### src/lns_pkg.sv
package lns_pkg;

  localparam int unsigned RefrBits = 8;
  localparam int unsigned CfgAddrW = 3;
  localparam int unsigned CfgDataW = 16;

  typedef enum logic [CfgAddrW-1:0] {
    CfgFireThreshold  = 3'd0,
    CfgLeakShift      = 3'd1,
    CfgAfterSpike     = 3'd2,
    CfgRestingLevel   = 3'd3,
    CfgRefractoryTick = 3'd4
  } cfg_idx_e;

  localparam logic signed [15:0] ThresholdRst = 16'sd1024;
  localparam logic [4:0]         LeakShiftRst = 5'd4;
  localparam logic signed [15:0] AfterSpkRst  = 16'sd0;
  localparam logic signed [15:0] RestingRst   = 16'sd0;
  localparam logic [7:0]         RefrTicksRst = 8'd2;

  localparam logic signed [15:0] PotMax = 16'sh7fff;
  localparam logic signed [15:0] PotMin = -16'sh8000;

  typedef struct packed {
    logic signed [15:0] fire_threshold;
    logic [4:0]         leak_shift;
    logic signed [15:0] after_spike_level;
    logic signed [15:0] resting_level;
    logic [7:0]         refractory_ticks;
  } cfg_t;

  typedef struct packed {
    logic               spike;
    logic signed [15:0] potential;
    logic [7:0]         refractory_left;
  } res_t;

endpackage

### src/lif_neuron_step_unit.sv
// channel   dir  handshake                     payload
// s_axis    in   s_axis_tvalid/s_axis_tready   tdata: inj_current, tuser: mode
// m_axis    out  m_axis_tvalid/m_axis_tready   tdata: spike, potential, refractory_left
// cfg       in   cfg_we_i                      cfg_addr_i, cfg_data_i
//
// one time step per clock while the output is not stalled; a beat is registered
// at the input, computed from the input register and held in the output
// register once the output has room.
// the neuron state updates in the same cycle the result is registered, which
// lets the next beat use it right away.
// reset returns config registers to defaults, potential to rest, count to zero.
// a stalled output keeps one result and one pending beat; s_axis_tready drops
// only when both are full and m_axis_tready is low.
module lif_neuron_step_unit (
  input  logic                         clk_i,
  input  logic                         rst_ni,
  input  logic                         s_axis_tvalid,
  output logic                         s_axis_tready,
  input  logic [31:0]                  s_axis_tdata,  // [31:0] inj_current
  input  logic                         s_axis_tuser,  // [0] mode
  output logic                         m_axis_tvalid,
  input  logic                         m_axis_tready,
  // [0] spike, [16:1] potential, [24:17] refractory_left, [31:25] zero
  output logic [31:0]                  m_axis_tdata,
  input  logic                         cfg_we_i,
  input  logic [lns_pkg::CfgAddrW-1:0] cfg_addr_i,
  input  logic [lns_pkg::CfgDataW-1:0] cfg_data_i
);
  import lns_pkg::*;

  cfg_t cfg;
  res_t res;

  logic               in_valid_q;
  logic               in_mode_q;
  logic signed [31:0] in_cur_q;
  logic               out_valid_q;
  res_t               out_res_q;
  logic               adv;
  logic               in_take;

  assign adv           = in_valid_q && (!out_valid_q || m_axis_tready);
  assign s_axis_tready = !in_valid_q || adv;
  assign in_take       = s_axis_tvalid && s_axis_tready;

  lns_cfg_regs u_cfg (
    .clk_i      (clk_i),
    .rst_ni     (rst_ni),
    .cfg_we_i   (cfg_we_i),
    .cfg_addr_i (cfg_addr_i),
    .cfg_data_i (cfg_data_i),
    .cfg_o      (cfg)
  );

  lns_core u_core (
    .clk_i     (clk_i),
    .rst_ni    (rst_ni),
    .cfg_i     (cfg),
    .adv_i     (adv),
    .mode_i    (in_mode_q),
    .current_i (in_cur_q),
    .res_o     (res)
  );

  always_ff @(posedge clk_i or negedge rst_ni) begin
    if (!rst_ni) begin
      in_valid_q  <= 1'b0;
      out_valid_q <= 1'b0;
    end else begin
      if (in_take) begin
        in_valid_q <= 1'b1;
      end else if (adv) begin
        in_valid_q <= 1'b0;
      end
      if (adv) begin
        out_valid_q <= 1'b1;
      end else if (m_axis_tready) begin
        out_valid_q <= 1'b0;
      end
    end
  end

  always_ff @(posedge clk_i) begin
    if (in_take) begin
      in_mode_q <= s_axis_tuser;
      in_cur_q  <= s_axis_tdata;
    end
    if (adv) begin
      out_res_q <= res;
    end
  end

  assign m_axis_tvalid = out_valid_q;
  assign m_axis_tdata  = {7'd0, out_res_q.refractory_left, out_res_q.potential,
                          out_res_q.spike};

  a_no_drop: assert property (@(posedge clk_i) disable iff (!rst_ni)
    in_valid_q && !adv |=> in_valid_q && $stable(in_cur_q) && $stable(in_mode_q))
    else $error("pending beat lost while the output was stalled");

  a_no_overwrite: assert property (@(posedge clk_i) disable iff (!rst_ni)
    out_valid_q && !m_axis_tready |=> out_valid_q && $stable(out_res_q))
    else $error("held result overwritten while stalled");

  a_adv_needs_item: assert property (@(posedge clk_i) disable iff (!rst_ni)
    adv |-> in_valid_q && (!out_valid_q || m_axis_tready))
    else $error("core advanced without room or item");

endmodule

### src/lns_cfg_regs.sv
module lns_cfg_regs (
  input  logic                         clk_i,
  input  logic                         rst_ni,
  input  logic                         cfg_we_i,
  input  logic [lns_pkg::CfgAddrW-1:0] cfg_addr_i,
  input  logic [lns_pkg::CfgDataW-1:0] cfg_data_i,
  output lns_pkg::cfg_t                cfg_o
);
  import lns_pkg::*;

  cfg_t cfg_q;

  always_ff @(posedge clk_i or negedge rst_ni) begin
    if (!rst_ni) begin
      cfg_q.fire_threshold    <= ThresholdRst;
      cfg_q.leak_shift        <= LeakShiftRst;
      cfg_q.after_spike_level <= AfterSpkRst;
      cfg_q.resting_level     <= RestingRst;
      cfg_q.refractory_ticks  <= RefrTicksRst;
    end else if (cfg_we_i) begin
      // writes to unused indexes are dropped
      unique case (cfg_idx_e'(cfg_addr_i))
        CfgFireThreshold:  cfg_q.fire_threshold    <= cfg_data_i;
        CfgLeakShift:      cfg_q.leak_shift        <= cfg_data_i[4:0];
        CfgAfterSpike:     cfg_q.after_spike_level <= cfg_data_i;
        CfgRestingLevel:   cfg_q.resting_level     <= cfg_data_i;
        CfgRefractoryTick: cfg_q.refractory_ticks  <= cfg_data_i[7:0];
        default: ;
      endcase
    end
  end

  assign cfg_o = cfg_q;

endmodule

### src/lns_core.sv
module lns_core (
  input  logic                clk_i,
  input  logic                rst_ni,
  input  lns_pkg::cfg_t       cfg_i,
  input  logic                adv_i,
  input  logic                mode_i,
  input  logic signed [31:0]  current_i,
  output lns_pkg::res_t       res_o
);
  import lns_pkg::*;

  logic signed [15:0]  mem_q, mem_d;
  logic [RefrBits-1:0] cnt_q, cnt_d;
  logic                spike;

  logic signed [32:0] sum;
  logic signed [15:0] sat;
  logic signed [16:0] delta;
  logic signed [16:0] shifted;
  logic signed [16:0] leak;
  logic signed [16:0] leaked;

  always_comb begin
    sum = {{17{mem_q[15]}}, mem_q} + {current_i[31], current_i};
    priority if (sum > 33'(PotMax)) begin
      sat = PotMax;
    end else if (sum < 33'(PotMin)) begin
      sat = PotMin;
    end else begin
      sat = sum[15:0];
    end

    // arithmetic shift floors negative distances
    delta   = {sat[15], sat} - {cfg_i.resting_level[15], cfg_i.resting_level};
    shifted = delta >>> cfg_i.leak_shift;
    leak    = ((delta != '0) && (shifted == '0)) ? 17'sd1 : shifted;
    // result lies between sat and rest, so 16 bits hold it
    leaked  = {sat[15], sat} - leak;
  end

  always_comb begin
    spike = 1'b0;
    mem_d = mem_q;
    cnt_d = cnt_q;
    priority if (mode_i) begin
      mem_d = cfg_i.resting_level;
      cnt_d = '0;
    end else if (cnt_q != '0) begin
      cnt_d = cnt_q - 1'b1;
    end else if ($signed(leaked[15:0]) >= cfg_i.fire_threshold) begin
      spike = 1'b1;
      mem_d = cfg_i.after_spike_level;
      cnt_d = RefrBits'(cfg_i.refractory_ticks);
    end else begin
      mem_d = leaked[15:0];
    end
  end

  always_ff @(posedge clk_i or negedge rst_ni) begin
    if (!rst_ni) begin
      mem_q <= RestingRst;
      cnt_q <= '0;
    end else if (adv_i) begin
      mem_q <= mem_d;
      cnt_q <= cnt_d;
    end
  end

  assign res_o.spike           = spike;
  assign res_o.potential       = mem_d;
  assign res_o.refractory_left = 8'(cnt_d);

  a_clear_restores: assert property (@(posedge clk_i) disable iff (!rst_ni)
    adv_i && mode_i |=> (mem_q == $past(cfg_i.resting_level)) && (cnt_q == '0))
    else $error("clear did not restore resting state");

  a_refr_countdown: assert property (@(posedge clk_i) disable iff (!rst_ni)
    adv_i && !mode_i && (cnt_q != '0) |=>
      (cnt_q == RefrBits'($past(cnt_q) - 1'b1)) && (mem_q == $past(mem_q)))
    else $error("refractory step changed potential or miscounted");

  a_spike_loads: assert property (@(posedge clk_i) disable iff (!rst_ni)
    adv_i && spike |=> (cnt_q == RefrBits'($past(cfg_i.refractory_ticks)))
      && (mem_q == $past(cfg_i.after_spike_level)))
    else $error("spike did not load refractory period and after-spike level");

endmodule
### config.mk
export PLATFORM = sky130hd
export DESIGN_NAME = lif_neuron_step_unit
export DESIGN_NICKNAME = d
export VERILOG_FILES = /design/src/lns_pkg.sv /design/src/lif_neuron_step_unit.sv /design/src/lns_cfg_regs.sv /design/src/lns_core.sv
export SDC_FILE = /design/constraint.sdc
export NUM_CORES = 1
export LEC_CHECK = 0
export BUFFER_PORTS_ARGS = -buffer_cell sky130_fd_sc_hd__buf_4
export CORE_MARGIN = 10
export CORE_UTILIZATION = 55
export DETAILED_ROUTE_END_ITERATION = 16
export GPL_TIMING_DRIVEN = 1
export PLACE_DENSITY_LB_ADDON = 0.05
export SLEW_MARGIN = 20
export SYNTH_ARGS = -nofsm -noshare
export SYNTH_HDL_FRONTEND = slang
export SYNTH_HIERARCHICAL = 1
export SYNTH_SLANG_ARGS = --single-unit
### constraint.sdc
create_clock -name clk_i -period 10.6 [get_ports clk_i]
set_input_delay 0.53 -clock clk_i [delete_from_list [all_inputs] [get_ports clk_i]]
set_output_delay 0.53 -clock clk_i [all_outputs]
set_load 0.005 [all_outputs]
==> report_table.html, run 1 <==
<table>
<tr><th>Metric</th><th>Value</th></tr>
<tr><th colspan="2">Worst hold path</th></tr>
<tr><td>HP Class</td><td>in2async</td></tr>
<tr><th colspan="2">Final layout</th></tr>
<tr><td>Inserted Diodes</td><td>0</td></tr>
<tr><td>Layout net count</td><td>1571</td></tr>
<tr><td>Footprint of the flip-flops and latches</td><td>0.003924 mm2</td></tr>
<tr><td>Fraction of final layout cells sized beyond drive strength 1</td><td>39.68%</td></tr>
<tr><td>Final core occ</td><td>76.37%</td></tr>
<tr><td>Area overhead of the layout relative to synthesis</td><td>35.35%</td></tr>
<tr><td>Footprint of the multi-input gates</td><td>0.007348 mm2</td></tr>
<tr><td>Filler cell count in the final layout</td><td>1391</td></tr>
<tr><th colspan="2">STA</th></tr>
<tr><td>Max-slew violation count</td><td>0</td></tr>
<tr><td>Time the worst path needs with I/O delays and setup</td><td>10.73 ns</td></tr>
<tr><td>Minimum setup slack in the final design</td><td>-0.1303 ns</td></tr>
<tr><td>Setup repair after global routing missed its margin</td><td>yes</td></tr>
<tr><td>F_max</td><td>93.19 MHz</td></tr>
<tr><td>Skew final</td><td>0.01858 ns</td></tr>
<tr><td>Transition time at the pin with the least slew margin</td><td>1.085 ns</td></tr>
<tr><td>Final-report hold violation count</td><td>0</td></tr>
<tr><td>Setup violators final</td><td>18</td></tr>
<tr><td>Worst hold slack across all endpoints</td><td>0.0003015 ns</td></tr>
<tr><td>Sum Neg Setup Slack</td><td>-1.037 ns</td></tr>
<tr><td>Post-route fraction of the period consumed by the critical path</td><td>101.2%</td></tr>
<tr><td>Worst slew margin relative to its limit</td><td>27.38%</td></tr>
<tr><th colspan="2">Die</th></tr>
<tr><td>Core outline area</td><td>0.01965 mm2</td></tr>
<tr><td>Total number of placement rows</td><td>51</td></tr>
<tr><td>Starting Density</td><td>56.42%</td></tr>
<tr><td>Die area</td><td>0.02624 mm2</td></tr>
<tr><td>Die X</td><td>162.0 um</td></tr>
<tr><td>I/O pin count</td><td>91</td></tr>
<tr><td>Height of the chip</td><td>162.0 um</td></tr>
<tr><th colspan="2">Global routing</th></tr>
<tr><td>Total overflow reported by the global router</td><td>0</td></tr>
<tr><td>Global routing usage summed across all routing layers</td><td>26.87%</td></tr>
<tr><td>Antenna violations before repair</td><td>1</td></tr>
<tr><td>Global-route wire length before repair</td><td>56.27 mm</td></tr>
<tr><td>Via count of the first global-routing pass</td><td>10260</td></tr>
<tr><td>Maximum number of pins on one net before global-route repair</td><td>61</td></tr>
<tr><th colspan="2">Worst setup path</th></tr>
<tr><td>Data required time at the worst endpoint</td><td>10.92 ns</td></tr>
<tr><td>Crit start category</td><td>flip-flop</td></tr>
<tr><td>Data arrival time of the critical path</td><td>11.05 ns</td></tr>
<tr><td>Worst-path maximum fanout</td><td>5</td></tr>
<tr><td>Path type of the worst setup path</td><td>reg2reg</td></tr>
<tr><td>Critical-path cell with the highest stage delay</td><td>sky130_fd_sc_hd__mux4_2</td></tr>
<tr><td>Startpoint of the worst-slack reg-to-reg timing path</td><td>u_core/mem_q[1]</td></tr>
<tr><td>Endpoint class of the critical path</td><td>flip-flop</td></tr>
<tr><td>Largest incremental delay on the critical path</td><td>0.52 ns</td></tr>
<tr><td>Most frequent CP cell</td><td>sky130_fd_sc_hd__a21oi_2</td></tr>
<tr><td>CP Launch Point</td><td>u_core/mem_q[1]</td></tr>
<tr><th colspan="2">Synth</th></tr>
<tr><td>Cell with the most instances after synthesis</td><td>sky130_fd_sc_hd__a21oi_1</td></tr>
<tr><td>Top flip-flop cell by instance count after synthesis</td><td>sky130_fd_sc_hd__dfrtp_1</td></tr>
<tr><td>Cell variety after synth</td><td>93</td></tr>
<tr><td>Simple-gate share of the synthesized area</td><td>14.34%</td></tr>
<tr><td>Number of warning messages in the yosys log</td><td>6</td></tr>
<tr><td>Biggest area contributors in the synthesized netlist</td><td>sky130_fd_sc_hd__dfrtp_1 19%, sky130_fd_sc_hd__edfxtp_1 16%, sky130_fd_sc_hd__ha_1 9.0%, sky130_fd_sc_hd__mux2_2 8.7%, sky130_fd_sc_hd__a21oi_1 4.1%</td></tr>
<tr><td>Main combinational cell family by area after synthesis</td><td>compound AO/OA/AOI/OAI gates</td></tr>
<tr><td>Summed instance area of the synthesized netlist</td><td>0.01109 mm2</td></tr>
<tr><td>Cell types with the highest counts after synthesis</td><td>91 x sky130_fd_sc_hd__a21oi_1, 86 x sky130_fd_sc_hd__mux2_2, 84 x sky130_fd_sc_hd__dfrtp_1</td></tr>
<tr><td>Post-Synthesis Mean Instance Area</td><td>9.719 um2</td></tr>
<tr><td>Area fraction in compound gates after synthesis</td><td>19.85%</td></tr>
<tr><td>Synth Area in Adders</td><td>9.568%</td></tr>
<tr><td>Largest area contributor in the netlist</td><td>sky130_fd_sc_hd__dfrtp_1</td></tr>
<tr><td>Synthesized netlist cell count</td><td>1141</td></tr>
<tr><td>Proportion of synthesized area in mux cells</td><td>11.78%</td></tr>
<tr><td>Async SR Flop Fraction</td><td>60.00%</td></tr>
<tr><td>Total of flip-flops plus latches after synthesis</td><td>145</td></tr>
<tr><td>Synth Area in XOR/XNOR</td><td>4.412%</td></tr>
<tr><td>Seq/Total Area, Yosys</td><td>35.37%</td></tr>
<tr><td>Post-synth EDFFs</td><td>58</td></tr>
<tr><td>Share of the synthesized area in the top cell type</td><td>18.96%</td></tr>
<tr><th colspan="2">Placement</th></tr>
<tr><td>Placer's final routability congestion estimate</td><td>0.9509</td></tr>
<tr><td>Setup WS pre-CTS</td><td>-0.5030 ns</td></tr>
<tr><td>Number of input and output port buffers inserted</td><td>83</td></tr>
<tr><td>Dpl hpwl</td><td>26.34 mm</td></tr>
<tr><th colspan="2">Routing</th></tr>
<tr><td>Average vias per placed instance</td><td>6.224</td></tr>
<tr><td>Drt initial violations</td><td>925</td></tr>
<tr><td>Overall routed net length</td><td>37.51 mm</td></tr>
<tr><td>Count of nets left with antenna violations after detail routing</td><td>0</td></tr>
<tr><td>Wire length per cell after detailed routing</td><td>21.95 um</td></tr>
<tr><td>Length of the first detailed-routing pass in iterations</td><td>6</td></tr>
<tr><td>Number of design rule violations left after detail routing</td><td>0</td></tr>
<tr><td>Number of vias after detailed routing</td><td>10640</td></tr>
<tr><th colspan="2">Status</th></tr>
<tr><td>Run status</td><td>complete, but fails checks</td></tr>
<tr><td>Violated checks</td><td>negative setup slack</td></tr>
<tr><th colspan="2">Clocking</th></tr>
<tr><td>Clock-pin slew of the registers on the worst-case setup and hold paths</td><td>0.08 ns</td></tr>
<tr><td>H-tree depth</td><td>4</td></tr>
<tr><td>CTS buffer count</td><td>17</td></tr>
<tr><td>TritonCTS clock tree</td><td>done</td></tr>
<tr><td>Root buffer selected by CTS</td><td>sky130_fd_sc_hd__clkbuf_16</td></tr>
<tr><td>Number of buffers on the longest clock path</td><td>2</td></tr>
<tr><td>Number of sinks driven by the clock tree</td><td>145</td></tr>
<tr><td>Clock Latency Late Sink</td><td>0.44 ns</td></tr>
<tr><th colspan="2">Job</th></tr>
<tr><td>Number of maximum-capacitance constraint violations</td><td>0</td></tr>
</table>
logic make-up (layout without fill, tap and decap cells):
family	after synthesis	in the layout
compound gates	326	326
simple gates	300	300
flops	145	145
buf+inv	120	417
mux	111	111
fa+ha+maj	83	83
xor+xnor	55	55
other cells	1	7
sequential cells by signal (all words and copies together) (netlist names):
| name | count |
|---|---|
| in_cur_q | 32 |
| in_mode_q | 1 |
| in_valid_q | 1 |
| m_axis_tdata | 25 |
| m_axis_tvalid | 1 |
| u_cfg/cfg_o | 61 |
| u_core/cnt_q | 8 |
| u_core/mem_q | 16 |
per-stage QoR:
step | cells | area [um2]
2_1_floorplan | 1147 | 11120
3_3_place_gp | 1642 | 13390
3_5_place_dp | 1642 | 13390
4_1_cts | 1687 | 14270
5_1_grt | 1709 | 15010
6_report | 1709 | 15010
cell type report:
cell class,instances,area share (%)
clock inverters,15,1.225
inverters,56,1.400
well taps,265,2.209
multi-input cells,882,48.96
clock buffers,17,2.834
repair buffers,329,17.23
flip-flops and latches,145,26.14
routing by layer:
metal  global-route usage, %  vias up  wire length, um  share of wire [%]
li1                        -     4851                -                  -
met4                   9.636        0             1531                4.1
met2                   44.35      468            17830                 48
met3                   4.853      113             2467                6.6
met5                       0        -                0                  0
met1                   34.56     5205            15690                 42
final timing paths:
check                      depth (start not counted)  slack, ns                to
max                                               50      -0.13   u_core/mem_q[7]
min                                                1     0.0003   u_core/cnt_q[6]
max reg2reg                                       50      -0.13   u_core/mem_q[7]
min reg2reg                                        1       0.51   u_cfg/cfg_o[47]
max in group asynchronous                          2       9.47  u_core/mem_q[15]
min in group clk_i                                 1       0.27      in_cur_q[10]
cells in the final DEF, fill, tap and decap left out, types with 8 or more instances in the layout:
master / instances
sky130_fd_sc_hd__nand3_1: 17
sky130_fd_sc_hd__ha_1: 69
sky130_fd_sc_hd__o21ai_0: 38
sky130_fd_sc_hd__or3_1: 14
sky130_fd_sc_hd__xor2_1: 14
sky130_fd_sc_hd__nor3_1: 19
sky130_fd_sc_hd__nand4_1: 13
sky130_fd_sc_hd__a21o_1: 35
sky130_fd_sc_hd__o21a_1: 11
sky130_fd_sc_hd__ha_4: 8
sky130_fd_sc_hd__nand2b_1: 17
sky130_fd_sc_hd__a211o_1: 9
sky130_fd_sc_hd__mux2_2: 80
sky130_fd_sc_hd__dfrtp_1: 83
sky130_fd_sc_hd__a31oi_1: 8
sky130_fd_sc_hd__buf_4: 315
sky130_fd_sc_hd__edfxtp_1: 58
sky130_fd_sc_hd__a21oi_2: 12
sky130_fd_sc_hd__inv_1: 54
sky130_fd_sc_hd__a21oi_1: 71
sky130_fd_sc_hd__nor2_1: 78
sky130_fd_sc_hd__clkbuf_16: 18
sky130_fd_sc_hd__o211ai_1: 15
sky130_fd_sc_hd__a211oi_1: 12
sky130_fd_sc_hd__nor2b_1: 14
sky130_fd_sc_hd__a21oi_4: 9
sky130_fd_sc_hd__mux2i_1: 14
sky130_fd_sc_hd__xnor2_1: 36
sky130_fd_sc_hd__o21ai_1: 13
sky130_fd_sc_hd__nand2_1: 59
timing repair:
item,CTS,global route
gates resized for setup,30,117
buffers inserted,11,20
cloned,2,2
endpoints found under the setup margin,49,49
hold buffers,0,0
pin swaps,21,29
critical path, delay by kind of cell, from the launching register on:
family	cells	cell delay [ns]
muxes	3	0.99
buffers and inverters	5	0.79
DFF	1	0.43
AOI/OAI and AO/OA	26	5.11
and+or+nand+nor	8	1.65
xor gates and xnor gates	3	0.35
adders and majority gates	5	1.31
Power of run 1 is left out: the tool's default activity adds up to more than one toggle a clock period on the data nets, which glitch-free logic cannot reach.
==> run 2, diff against run 1 <==
--- a/config.mk
+++ b/config.mk
@@ -5,10 +5,12 @@
 export SDC_FILE = /design/constraint.sdc
 export NUM_CORES = 1
 export LEC_CHECK = 0
-export BUFFER_PORTS_ARGS = -buffer_cell sky130_fd_sc_hd__buf_4
+export CELL_PAD_IN_SITES_DETAIL_PLACEMENT = 1
+export CELL_PAD_IN_SITES_GLOBAL_PLACEMENT = 1
 export CORE_MARGIN = 10
-export CORE_UTILIZATION = 55
+export CORE_UTILIZATION = 46
 export DETAILED_ROUTE_END_ITERATION = 16
+export DONT_BUFFER_PORTS = 1
 export GPL_TIMING_DRIVEN = 1
 export PLACE_DENSITY_LB_ADDON = 0.05
 export SLEW_MARGIN = 20
==> run 2 against run 1 <==
The run still ends with negative setup slack left. Via count fell by 4.0%. Clock skew rose by 0.011 ns. Largest cell class unchanged. Maximum frequency decreased by 1.2%. Setup slack worse by 0.13 ns. Clock-buffer cell count did not move. Final cell count fell by 1.4%.
==> report_table.html, run 2 (same netlist as run 1, synthesis figures left out) <==
<table>
<tr><th>Metric</th><th>Value</th></tr>
<tr><th colspan="2">Status</th></tr>
<tr><td>Run status</td><td>complete, but fails checks</td></tr>
<tr><td>Violated checks</td><td>negative setup slack</td></tr>
<tr><th colspan="2">Die</th></tr>
<tr><td>Die X</td><td>175.3 um (+8.2%)</td></tr>
<tr><td>Total number of placement rows</td><td>56 (+9.8%)</td></tr>
<tr><td>Starting Density</td><td>46.96% (-9.5 points)</td></tr>
<tr><td>Core outline area</td><td>0.02361 mm2 (+20%)</td></tr>
<tr><td>Height of the chip</td><td>175.3 um (+8.2%)</td></tr>
<tr><td>Die area</td><td>0.03072 mm2 (+17%)</td></tr>
<tr><td>I/O pin count</td><td>91 (unchanged)</td></tr>
<tr><th colspan="2">Global routing</th></tr>
<tr><td>Antenna violations before repair</td><td>1 (unchanged)</td></tr>
<tr><td>Via count of the first global-routing pass</td><td>10490 (+2.3%)</td></tr>
<tr><td>Global-route wire length before repair</td><td>61.14 mm (+8.7%)</td></tr>
<tr><td>Total overflow reported by the global router</td><td>0 (unchanged)</td></tr>
<tr><td>Maximum number of pins on one net before global-route repair</td><td>88 (+44%)</td></tr>
<tr><td>Global routing usage summed across all routing layers</td><td>25.29% (-1.6 points)</td></tr>
<tr><th colspan="2">Routing</th></tr>
<tr><td>Overall routed net length</td><td>41.92 mm (+12%)</td></tr>
<tr><td>Count of nets left with antenna violations after detail routing</td><td>0 (unchanged)</td></tr>
<tr><td>Number of design rule violations left after detail routing</td><td>0 (unchanged)</td></tr>
<tr><td>Number of vias after detailed routing</td><td>10210 (-4.0%)</td></tr>
<tr><td>Wire length per cell after detailed routing</td><td>24.88 um (+13%)</td></tr>
<tr><td>Met1 wire length</td><td>17.72 mm (+13%)</td></tr>
<tr><td>Average vias per placed instance</td><td>6.058 (-2.7%)</td></tr>
<tr><td>Drt initial violations</td><td>679 (-27%)</td></tr>
<tr><td>Top routing layer used</td><td>met5</td></tr>
<tr><td>Length of the first detailed-routing pass in iterations</td><td>6 (unchanged)</td></tr>
<tr><td>Wire length on met2</td><td>20.38 mm (+14%)</td></tr>
<tr><td>Detailed-routed wire length on met3</td><td>2.085 mm (-15%)</td></tr>
<tr><th colspan="2">Final layout</th></tr>
<tr><td>Max FFs per register</td><td>61 (unchanged)</td></tr>
<tr><td>Inserted Diodes</td><td>0 (unchanged)</td></tr>
<tr><td>Highest-count cells in the layout ignoring fill and taps</td><td>237 x sky130_fd_sc_hd__buf_4, 83 x sky130_fd_sc_hd__dfrtp_1, 83 x sky130_fd_sc_hd__mux2_2</td></tr>
<tr><td>Area overhead of the layout relative to synthesis</td><td>31.48%</td></tr>
<tr><td>Footprint of the flip-flops and latches</td><td>0.003924 mm2 (unchanged)</td></tr>
<tr><td>Filler cell count in the final layout</td><td>2605 (+87%)</td></tr>
<tr><td>Layout net count</td><td>1493 (-5.0%)</td></tr>
<tr><td>Most common library cell in the layout ignoring fill and taps</td><td>sky130_fd_sc_hd__buf_4</td></tr>
<tr><td>Footprint of the multi-input gates</td><td>0.007471 mm2 (+1.7%)</td></tr>
<tr><td>Final non-filler cell area</td><td>0.01458 mm2 (-2.9%)</td></tr>
<tr><td>Fraction of final layout cells sized beyond drive strength 1</td><td>36.90% (-2.8 points)</td></tr>
<tr><th colspan="2">STA</th></tr>
<tr><td>F_max</td><td>92.07 MHz (-1.2%)</td></tr>
<tr><td>Time the worst path needs with I/O delays and setup</td><td>10.86 ns (+0.1315 ns)</td></tr>
<tr><td>Minimum setup slack in the final design</td><td>-0.2619 ns (-0.1315 ns)</td></tr>
<tr><td>Setup violators final</td><td>44 (+26)</td></tr>
<tr><td>Worst slew margin relative to its limit</td><td>31.83% (+4.5 points)</td></tr>
<tr><td>Max-slew violation count</td><td>0 (unchanged)</td></tr>
<tr><td>Final-report hold violation count</td><td>0 (unchanged)</td></tr>
<tr><td>Skew final</td><td>0.03005 ns (+0.01147 ns)</td></tr>
<tr><td>Transition time at the pin with the least slew margin</td><td>1.018 ns (-0.06648 ns)</td></tr>
<tr><td>Post-route fraction of the period consumed by the critical path</td><td>102.5% (+1.2 points)</td></tr>
<tr><td>Setup repair after global routing missed its margin</td><td>yes</td></tr>
<tr><th colspan="2">Clocking</th></tr>
<tr><td>H-tree depth</td><td>4 (unchanged)</td></tr>
<tr><td>CTS buffer count</td><td>17 (unchanged)</td></tr>
<tr><td>Clock-pin slew of the registers on the worst-case setup and hold paths</td><td>0.08 ns (about the same)</td></tr>
<tr><td>TritonCTS clock tree</td><td>done</td></tr>
<tr><td>Clock Latency Late Sink</td><td>0.44 ns (about the same)</td></tr>
<tr><td>Number of buffers on the longest clock path</td><td>2 (unchanged)</td></tr>
<tr><td>Number of sinks driven by the clock tree</td><td>145 (unchanged)</td></tr>
<tr><td>Root buffer selected by CTS</td><td>sky130_fd_sc_hd__clkbuf_16</td></tr>
<tr><th colspan="2">Placement</th></tr>
<tr><td>Standard cell area after detailed placement</td><td>0.01281 mm2 (-4.3%)</td></tr>
<tr><td>Dpl hpwl</td><td>29.84 mm (+13%)</td></tr>
<tr><td>Number of input and output port buffers inserted</td><td>0 (-100%)</td></tr>
<tr><td>Placer's final routability congestion estimate</td><td>0.9402 (-1.1%)</td></tr>
<tr><th colspan="2">Worst setup path</th></tr>
<tr><td>Crit start category</td><td>flip-flop</td></tr>
<tr><td>Path type of the worst setup path</td><td>reg2reg</td></tr>
<tr><td>Critical-path cell with the highest stage delay</td><td>sky130_fd_sc_hd__or4_4</td></tr>
<tr><td>Slack of the worst reg-to-reg path</td><td>-0.26 ns (-0.13 ns)</td></tr>
<tr><td>Worst-path maximum fanout</td><td>19 (+14)</td></tr>
<tr><td>Data required time at the worst endpoint</td><td>10.91 ns (about the same)</td></tr>
<tr><td>Data arrival time of the critical path</td><td>11.17 ns (+0.12 ns)</td></tr>
<tr><td>Largest incremental delay on the critical path</td><td>0.52 ns (about the same)</td></tr>
<tr><td>Endpoint class of the critical path</td><td>flip-flop</td></tr>
<tr><td>Reg2Reg Depth</td><td>49 (-2.0%)</td></tr>
<tr><th colspan="2">Job</th></tr>
<tr><td>Number of maximum-capacitance constraint violations</td><td>0 (unchanged)</td></tr>
<tr><th colspan="2">Worst hold path</th></tr>
<tr><td>Worst Hold Depth</td><td>0</td></tr>
<tr><td>HP Class</td><td>in2reg</td></tr>
</table>
run 2: final timing paths:
path	end	start
max	m_axis_tdata[1]	in_cur_q[10]
min	in_cur_q[11]	s_axis_tdata[11]
max reg2reg	m_axis_tdata[1]	in_cur_q[10]
min reg2reg	u_cfg/cfg_o[49]	u_cfg/cfg_o[49]
max in group asynchronous	u_core/mem_q[4]	rst_ni
min in group asynchronous	u_cfg/cfg_o[53]	rst_ni
run 2: final cells by class:
type | instances | share of cell area (%)
timing repair buffer | 250 | 13.52
clock inverter | 15 | 1.227
multi-input combinational | 883 | 51.24
clock buffer | 17 | 2.918
inverter | 56 | 1.442
tap | 319 | 2.738
sequential | 145 | 26.91
run 2: timing repair:
| action | in CTS | in global routing |
|---|---|---|
| pin swaps | 30 | 76 |
| cloned | 0 | 2 |
| hold buffers | 1 | 1 |
| setup endpoints to repair | 49 | 49 |
| endpoints found under the hold margin | 87 | 7 |
| buffers inserted | 9 | 33 |
| resized for setup | 56 | 98 |
run 2: per-stage QoR:
| stage | hold WS, ns | cells | TNS [ns] | setup slack [ns] | utilization (%) |
|---|---|---|---|---|---|
| 2_1_floorplan | 0.2344 | 1147 | 0 | 0.08356 | - |
| 3_3_place_gp | 0.2376 | 1607 | -11.22 | -0.5237 | 54.22 |
| 3_5_place_dp | 0.2377 | 1608 | -22.51 | -0.7326 | 54.27 |
| 4_1_cts | 0.01301 | 1650 | 0 | 0.008756 | 58.41 |
| 5_1_grt | 0.1591 | 1685 | -27.93 | -0.7155 | 61.75 |
| 6_report | 0.1779 | 1685 | -6.197 | -0.2619 | 61.75 |
run 2: routing by layer:
metal | track usage [%] | vias up
met3 | 5.490 | 86
met4 | 10.56 | 2
met2 | 41.40 | 284
met5 | 0 | -
li1 | - | 4692
met1 | 31.68 | 5144
run 2: worst max-delay path, delay by kind of cell (launching register included):
family	cells	cell delay, ns
compound gates	26	5.16
simple gates	9	2.06
fa+ha+maj	5	1.26
buf+inv	6	1.03
xor+xnor	3	0.74
flops	1	0.44
Power of run 2 is left out for the same reason.
==> run 3, diff against run 2 <==
--- a/config.mk
+++ b/config.mk
@@ -13,6 +13,7 @@
 export DONT_BUFFER_PORTS = 1
 export GPL_TIMING_DRIVEN = 1
 export PLACE_DENSITY_LB_ADDON = 0.05
+export RECOVER_POWER = 100
 export SLEW_MARGIN = 20
 export SYNTH_ARGS = -nofsm -noshare
 export SYNTH_HDL_FRONTEND = slang
==> run 3 against run 2 <==
Non-clock buffer count stayed put. The flow finishes with violations (max-capacitance violations, max-slew violations, negative setup slack). Clock-buffer cell count stayed put. Sequential share of layout area is 0.17 points higher. Setup slack worse by 0.040 ns. Critical endpoint unchanged. Global-route usage stayed put. Flip-flop and latch count stayed put. Largest cell class unchanged. Hold slack worse by 0.00078 ns. Clock skew is 0.00052 ns higher. Maximum frequency is 0.37% lower.
==> report_table.html, run 3 (same netlist as run 1, synthesis figures left out) <==
<table>
<tr><th>Metric</th><th>Value</th></tr>
<tr><th colspan="2">Status</th></tr>
<tr><td>Run status</td><td>complete, but fails checks</td></tr>
<tr><td>Violated checks</td><td>max-capacitance violations, max-slew violations, negative setup slack</td></tr>
<tr><th colspan="2">Routing</th></tr>
<tr><td>Length of the first detailed-routing pass in iterations</td><td>5 (-1)</td></tr>
<tr><td>Average vias per placed instance</td><td>6.017 (-0.68%)</td></tr>
<tr><td>Number of vias after detailed routing</td><td>10140 (-0.68%)</td></tr>
<tr><td>Overall routed net length</td><td>41.89 mm (about the same)</td></tr>
<tr><td>Number of design rule violations left after detail routing</td><td>0 (unchanged)</td></tr>
<tr><td>Wire length per cell after detailed routing</td><td>24.86 um (about the same)</td></tr>
<tr><td>Drt initial violations</td><td>692 (+1.9%)</td></tr>
<tr><td>Count of nets left with antenna violations after detail routing</td><td>0 (unchanged)</td></tr>
<tr><th colspan="2">Clocking</th></tr>
<tr><td>H-tree depth</td><td>4 (unchanged)</td></tr>
<tr><td>Root buffer selected by CTS</td><td>sky130_fd_sc_hd__clkbuf_16</td></tr>
<tr><td>Number of buffers on the longest clock path</td><td>2 (unchanged)</td></tr>
<tr><td>TritonCTS clock tree</td><td>done</td></tr>
<tr><td>Clock-pin slew of the registers on the worst-case setup and hold paths</td><td>0.08 ns (about the same)</td></tr>
<tr><td>Number of sinks driven by the clock tree</td><td>145 (unchanged)</td></tr>
<tr><td>Clock Latency Late Sink</td><td>0.44 ns (about the same)</td></tr>
<tr><td>CTS buffer count</td><td>17 (unchanged)</td></tr>
<tr><th colspan="2">Global routing</th></tr>
<tr><td>Maximum number of pins on one net before global-route repair</td><td>88 (unchanged)</td></tr>
<tr><td>Total overflow reported by the global router</td><td>0 (unchanged)</td></tr>
<tr><td>Global-route wire length before repair</td><td>61.14 mm (unchanged)</td></tr>
<tr><td>Global routing usage summed across all routing layers</td><td>25.29% (unchanged)</td></tr>
<tr><td>Antenna violations before repair</td><td>1 (unchanged)</td></tr>
<tr><td>Via count of the first global-routing pass</td><td>10490 (unchanged)</td></tr>
<tr><th colspan="2">STA</th></tr>
<tr><td>Final-report hold violation count</td><td>0 (unchanged)</td></tr>
<tr><td>Post-route fraction of the period consumed by the critical path</td><td>102.9% (+0.38 points)</td></tr>
<tr><td>Transition time at the pin with the least slew margin</td><td>4.870 ns (+3.852 ns)</td></tr>
<tr><td>Setup violators final</td><td>46 (+4.5%)</td></tr>
<tr><td>Minimum setup slack in the final design</td><td>-0.3021 ns (-0.04025 ns)</td></tr>
<tr><td>Max-slew violation count</td><td>148 (+148)</td></tr>
<tr><td>Sum Neg Setup Slack</td><td>-7.417 ns (-1.219 ns)</td></tr>
<tr><td>Worst slew margin relative to its limit</td><td>-224.7% (-260 points)</td></tr>
<tr><td>Time the worst path needs with I/O delays and setup</td><td>10.90 ns (+0.04025 ns)</td></tr>
<tr><td>Worst hold slack across all endpoints</td><td>0.1772 ns (-0.0007760 ns)</td></tr>
<tr><td>F_max</td><td>91.73 MHz (-0.37%)</td></tr>
<tr><td>Setup repair after global routing missed its margin</td><td>yes</td></tr>
<tr><td>Skew final</td><td>0.03057 ns (+0.0005248 ns)</td></tr>
<tr><th colspan="2">Die</th></tr>
<tr><td>Total number of placement rows</td><td>56 (unchanged)</td></tr>
<tr><td>Height of the chip</td><td>175.3 um (unchanged)</td></tr>
<tr><td>Die area</td><td>0.03072 mm2 (unchanged)</td></tr>
<tr><td>Die X</td><td>175.3 um (unchanged)</td></tr>
<tr><td>I/O pin count</td><td>91 (unchanged)</td></tr>
<tr><td>Starting Density</td><td>46.96% (unchanged)</td></tr>
<tr><td>Core outline area</td><td>0.02361 mm2 (unchanged)</td></tr>
<tr><th colspan="2">Final layout</th></tr>
<tr><td>Layout net count</td><td>1493 (unchanged)</td></tr>
<tr><td>Highest-count cells in the layout ignoring fill and taps</td><td>235 x sky130_fd_sc_hd__buf_4, 83 x sky130_fd_sc_hd__dfrtp_1, 78 x sky130_fd_sc_hd__mux2_2</td></tr>
<tr><td>Max FFs per register</td><td>61 (unchanged)</td></tr>
<tr><td>Fraction of final layout cells sized beyond drive strength 1</td><td>35.80% (-1.1 points)</td></tr>
<tr><td>Inserted Diodes</td><td>0 (unchanged)</td></tr>
<tr><td>Footprint of the flip-flops and latches</td><td>0.003924 mm2 (unchanged)</td></tr>
<tr><td>Final non-filler cell area</td><td>0.01449 mm2 (-0.62%)</td></tr>
<tr><td>Most common library cell in the layout ignoring fill and taps</td><td>sky130_fd_sc_hd__buf_4</td></tr>
<tr><td>Filler cell count in the final layout</td><td>2613 (+0.31%)</td></tr>
<tr><td>Area overhead of the layout relative to synthesis</td><td>30.67%</td></tr>
<tr><td>Footprint of the multi-input gates</td><td>0.007420 mm2 (-0.69%)</td></tr>
<tr><th colspan="2">Placement</th></tr>
<tr><td>Number of input and output port buffers inserted</td><td>0 (unchanged)</td></tr>
<tr><td>Dpl hpwl</td><td>29.84 mm (unchanged)</td></tr>
<tr><td>Setup WS pre-CTS</td><td>-0.7326 ns (unchanged)</td></tr>
<tr><td>Placer's final routability congestion estimate</td><td>0.9402 (unchanged)</td></tr>
<tr><td>Standard cell area after detailed placement</td><td>0.01281 mm2 (unchanged)</td></tr>
<tr><th colspan="2">Job</th></tr>
<tr><td>Number of maximum-capacitance constraint violations</td><td>4 (+4)</td></tr>
<tr><th colspan="2">Worst setup path</th></tr>
<tr><td>Data arrival time of the critical path</td><td>11.21 ns (+0.04 ns)</td></tr>
<tr><td>Endpoint class of the critical path</td><td>flip-flop</td></tr>
<tr><td>Path type of the worst setup path</td><td>reg2reg</td></tr>
<tr><td>Crit start category</td><td>flip-flop</td></tr>
<tr><td>Worst-path maximum fanout</td><td>19 (unchanged)</td></tr>
<tr><td>Largest incremental delay on the critical path</td><td>0.52 ns (about the same)</td></tr>
<tr><td>CP Launch Point</td><td>in_cur_q[10]</td></tr>
<tr><td>Startpoint of the worst-slack reg-to-reg timing path</td><td>in_cur_q[10]</td></tr>
<tr><td>Data required time at the worst endpoint</td><td>10.91 ns (about the same)</td></tr>
<tr><td>Critical-path cell with the highest stage delay</td><td>sky130_fd_sc_hd__or4_4</td></tr>
<tr><th colspan="2">Worst hold path</th></tr>
<tr><td>HP Class</td><td>in2reg</td></tr>
<tr><td>Min-Delay Startpoint</td><td>s_axis_tdata[11]</td></tr>
</table>
==> run 3: changes by cell type in the layout (fill, tap and decap cells not counted), moves of 2 or more <==
cell,before,now
sky130_fd_sc_hd__mux2_1,0,5
sky130_fd_sc_hd__mux2_2,83,78
sky130_fd_sc_hd__buf_4,237,235
sky130_fd_sc_hd__clkbuf_1,0,4
==> run 3: per-stage QoR <==
stage	cells	utilization, %
floorplan	1147	-
global placement	1607	54.22
detailed placement	1608	54.27
CTS	1650	58.41
global route	1685	61.37
finish	1685	61.37
==> run 3: repair_timing <==
action                                  4_1_cts  5_1_grt
endpoints found under the setup margin       49       49
cloned                                        0        2
hold buffers                                  1        1
pin swaps                                    30       76
buffers inserted                              9       33
endpoints found under the hold margin        87        7
resized for setup                            56       98
==> run 3: final timing paths <==
kind	end	slack (ns)	depth (start not counted)
setup / recovery	m_axis_tdata[1]	-0.30	49
hold / removal	in_cur_q[11]	0.18	0
setup reg to reg	m_axis_tdata[1]	-0.30	49
hold reg to reg	m_axis_tvalid	0.50	1
max in group asynchronous	u_core/mem_q[15]	5.04	2
min in group asynchronous	u_cfg/cfg_o[53]	2.44	2
==> run 3: worst max-delay path, delay by kind of cell, from the launching register on <==
kind,cells,cell delay [ns]
AOI/OAI and AO/OA,26,5.20
and+or+nand+nor,9,2.07
adders and majority gates,5,1.27
buffers and inverters,6,1.03
xor gates and xnor gates,3,0.75
DFF,1,0.44
==> run 3: routing by layer <==
layer	track usage (%)	up-vias	share of wire, %
met5	0	-	0.026
met4	10.56	2	4.0
met3	5.490	79	5.0
met2	41.40	281	49
met1	31.68	5092	42
li1	-	4685	-
==> run 3: layout make-up <==
cell class                      count  area share, %
Clock buffer                       17          2.936
Clock inverter                     15          1.235
Inverter                           56          1.451
Multi-Input combinational cell    883          51.20
Sequential cell                   145          27.08
Tap cell                          319          2.755
Timing Repair Buffer              250          13.34
Power of run 3 is left out for the same reason.
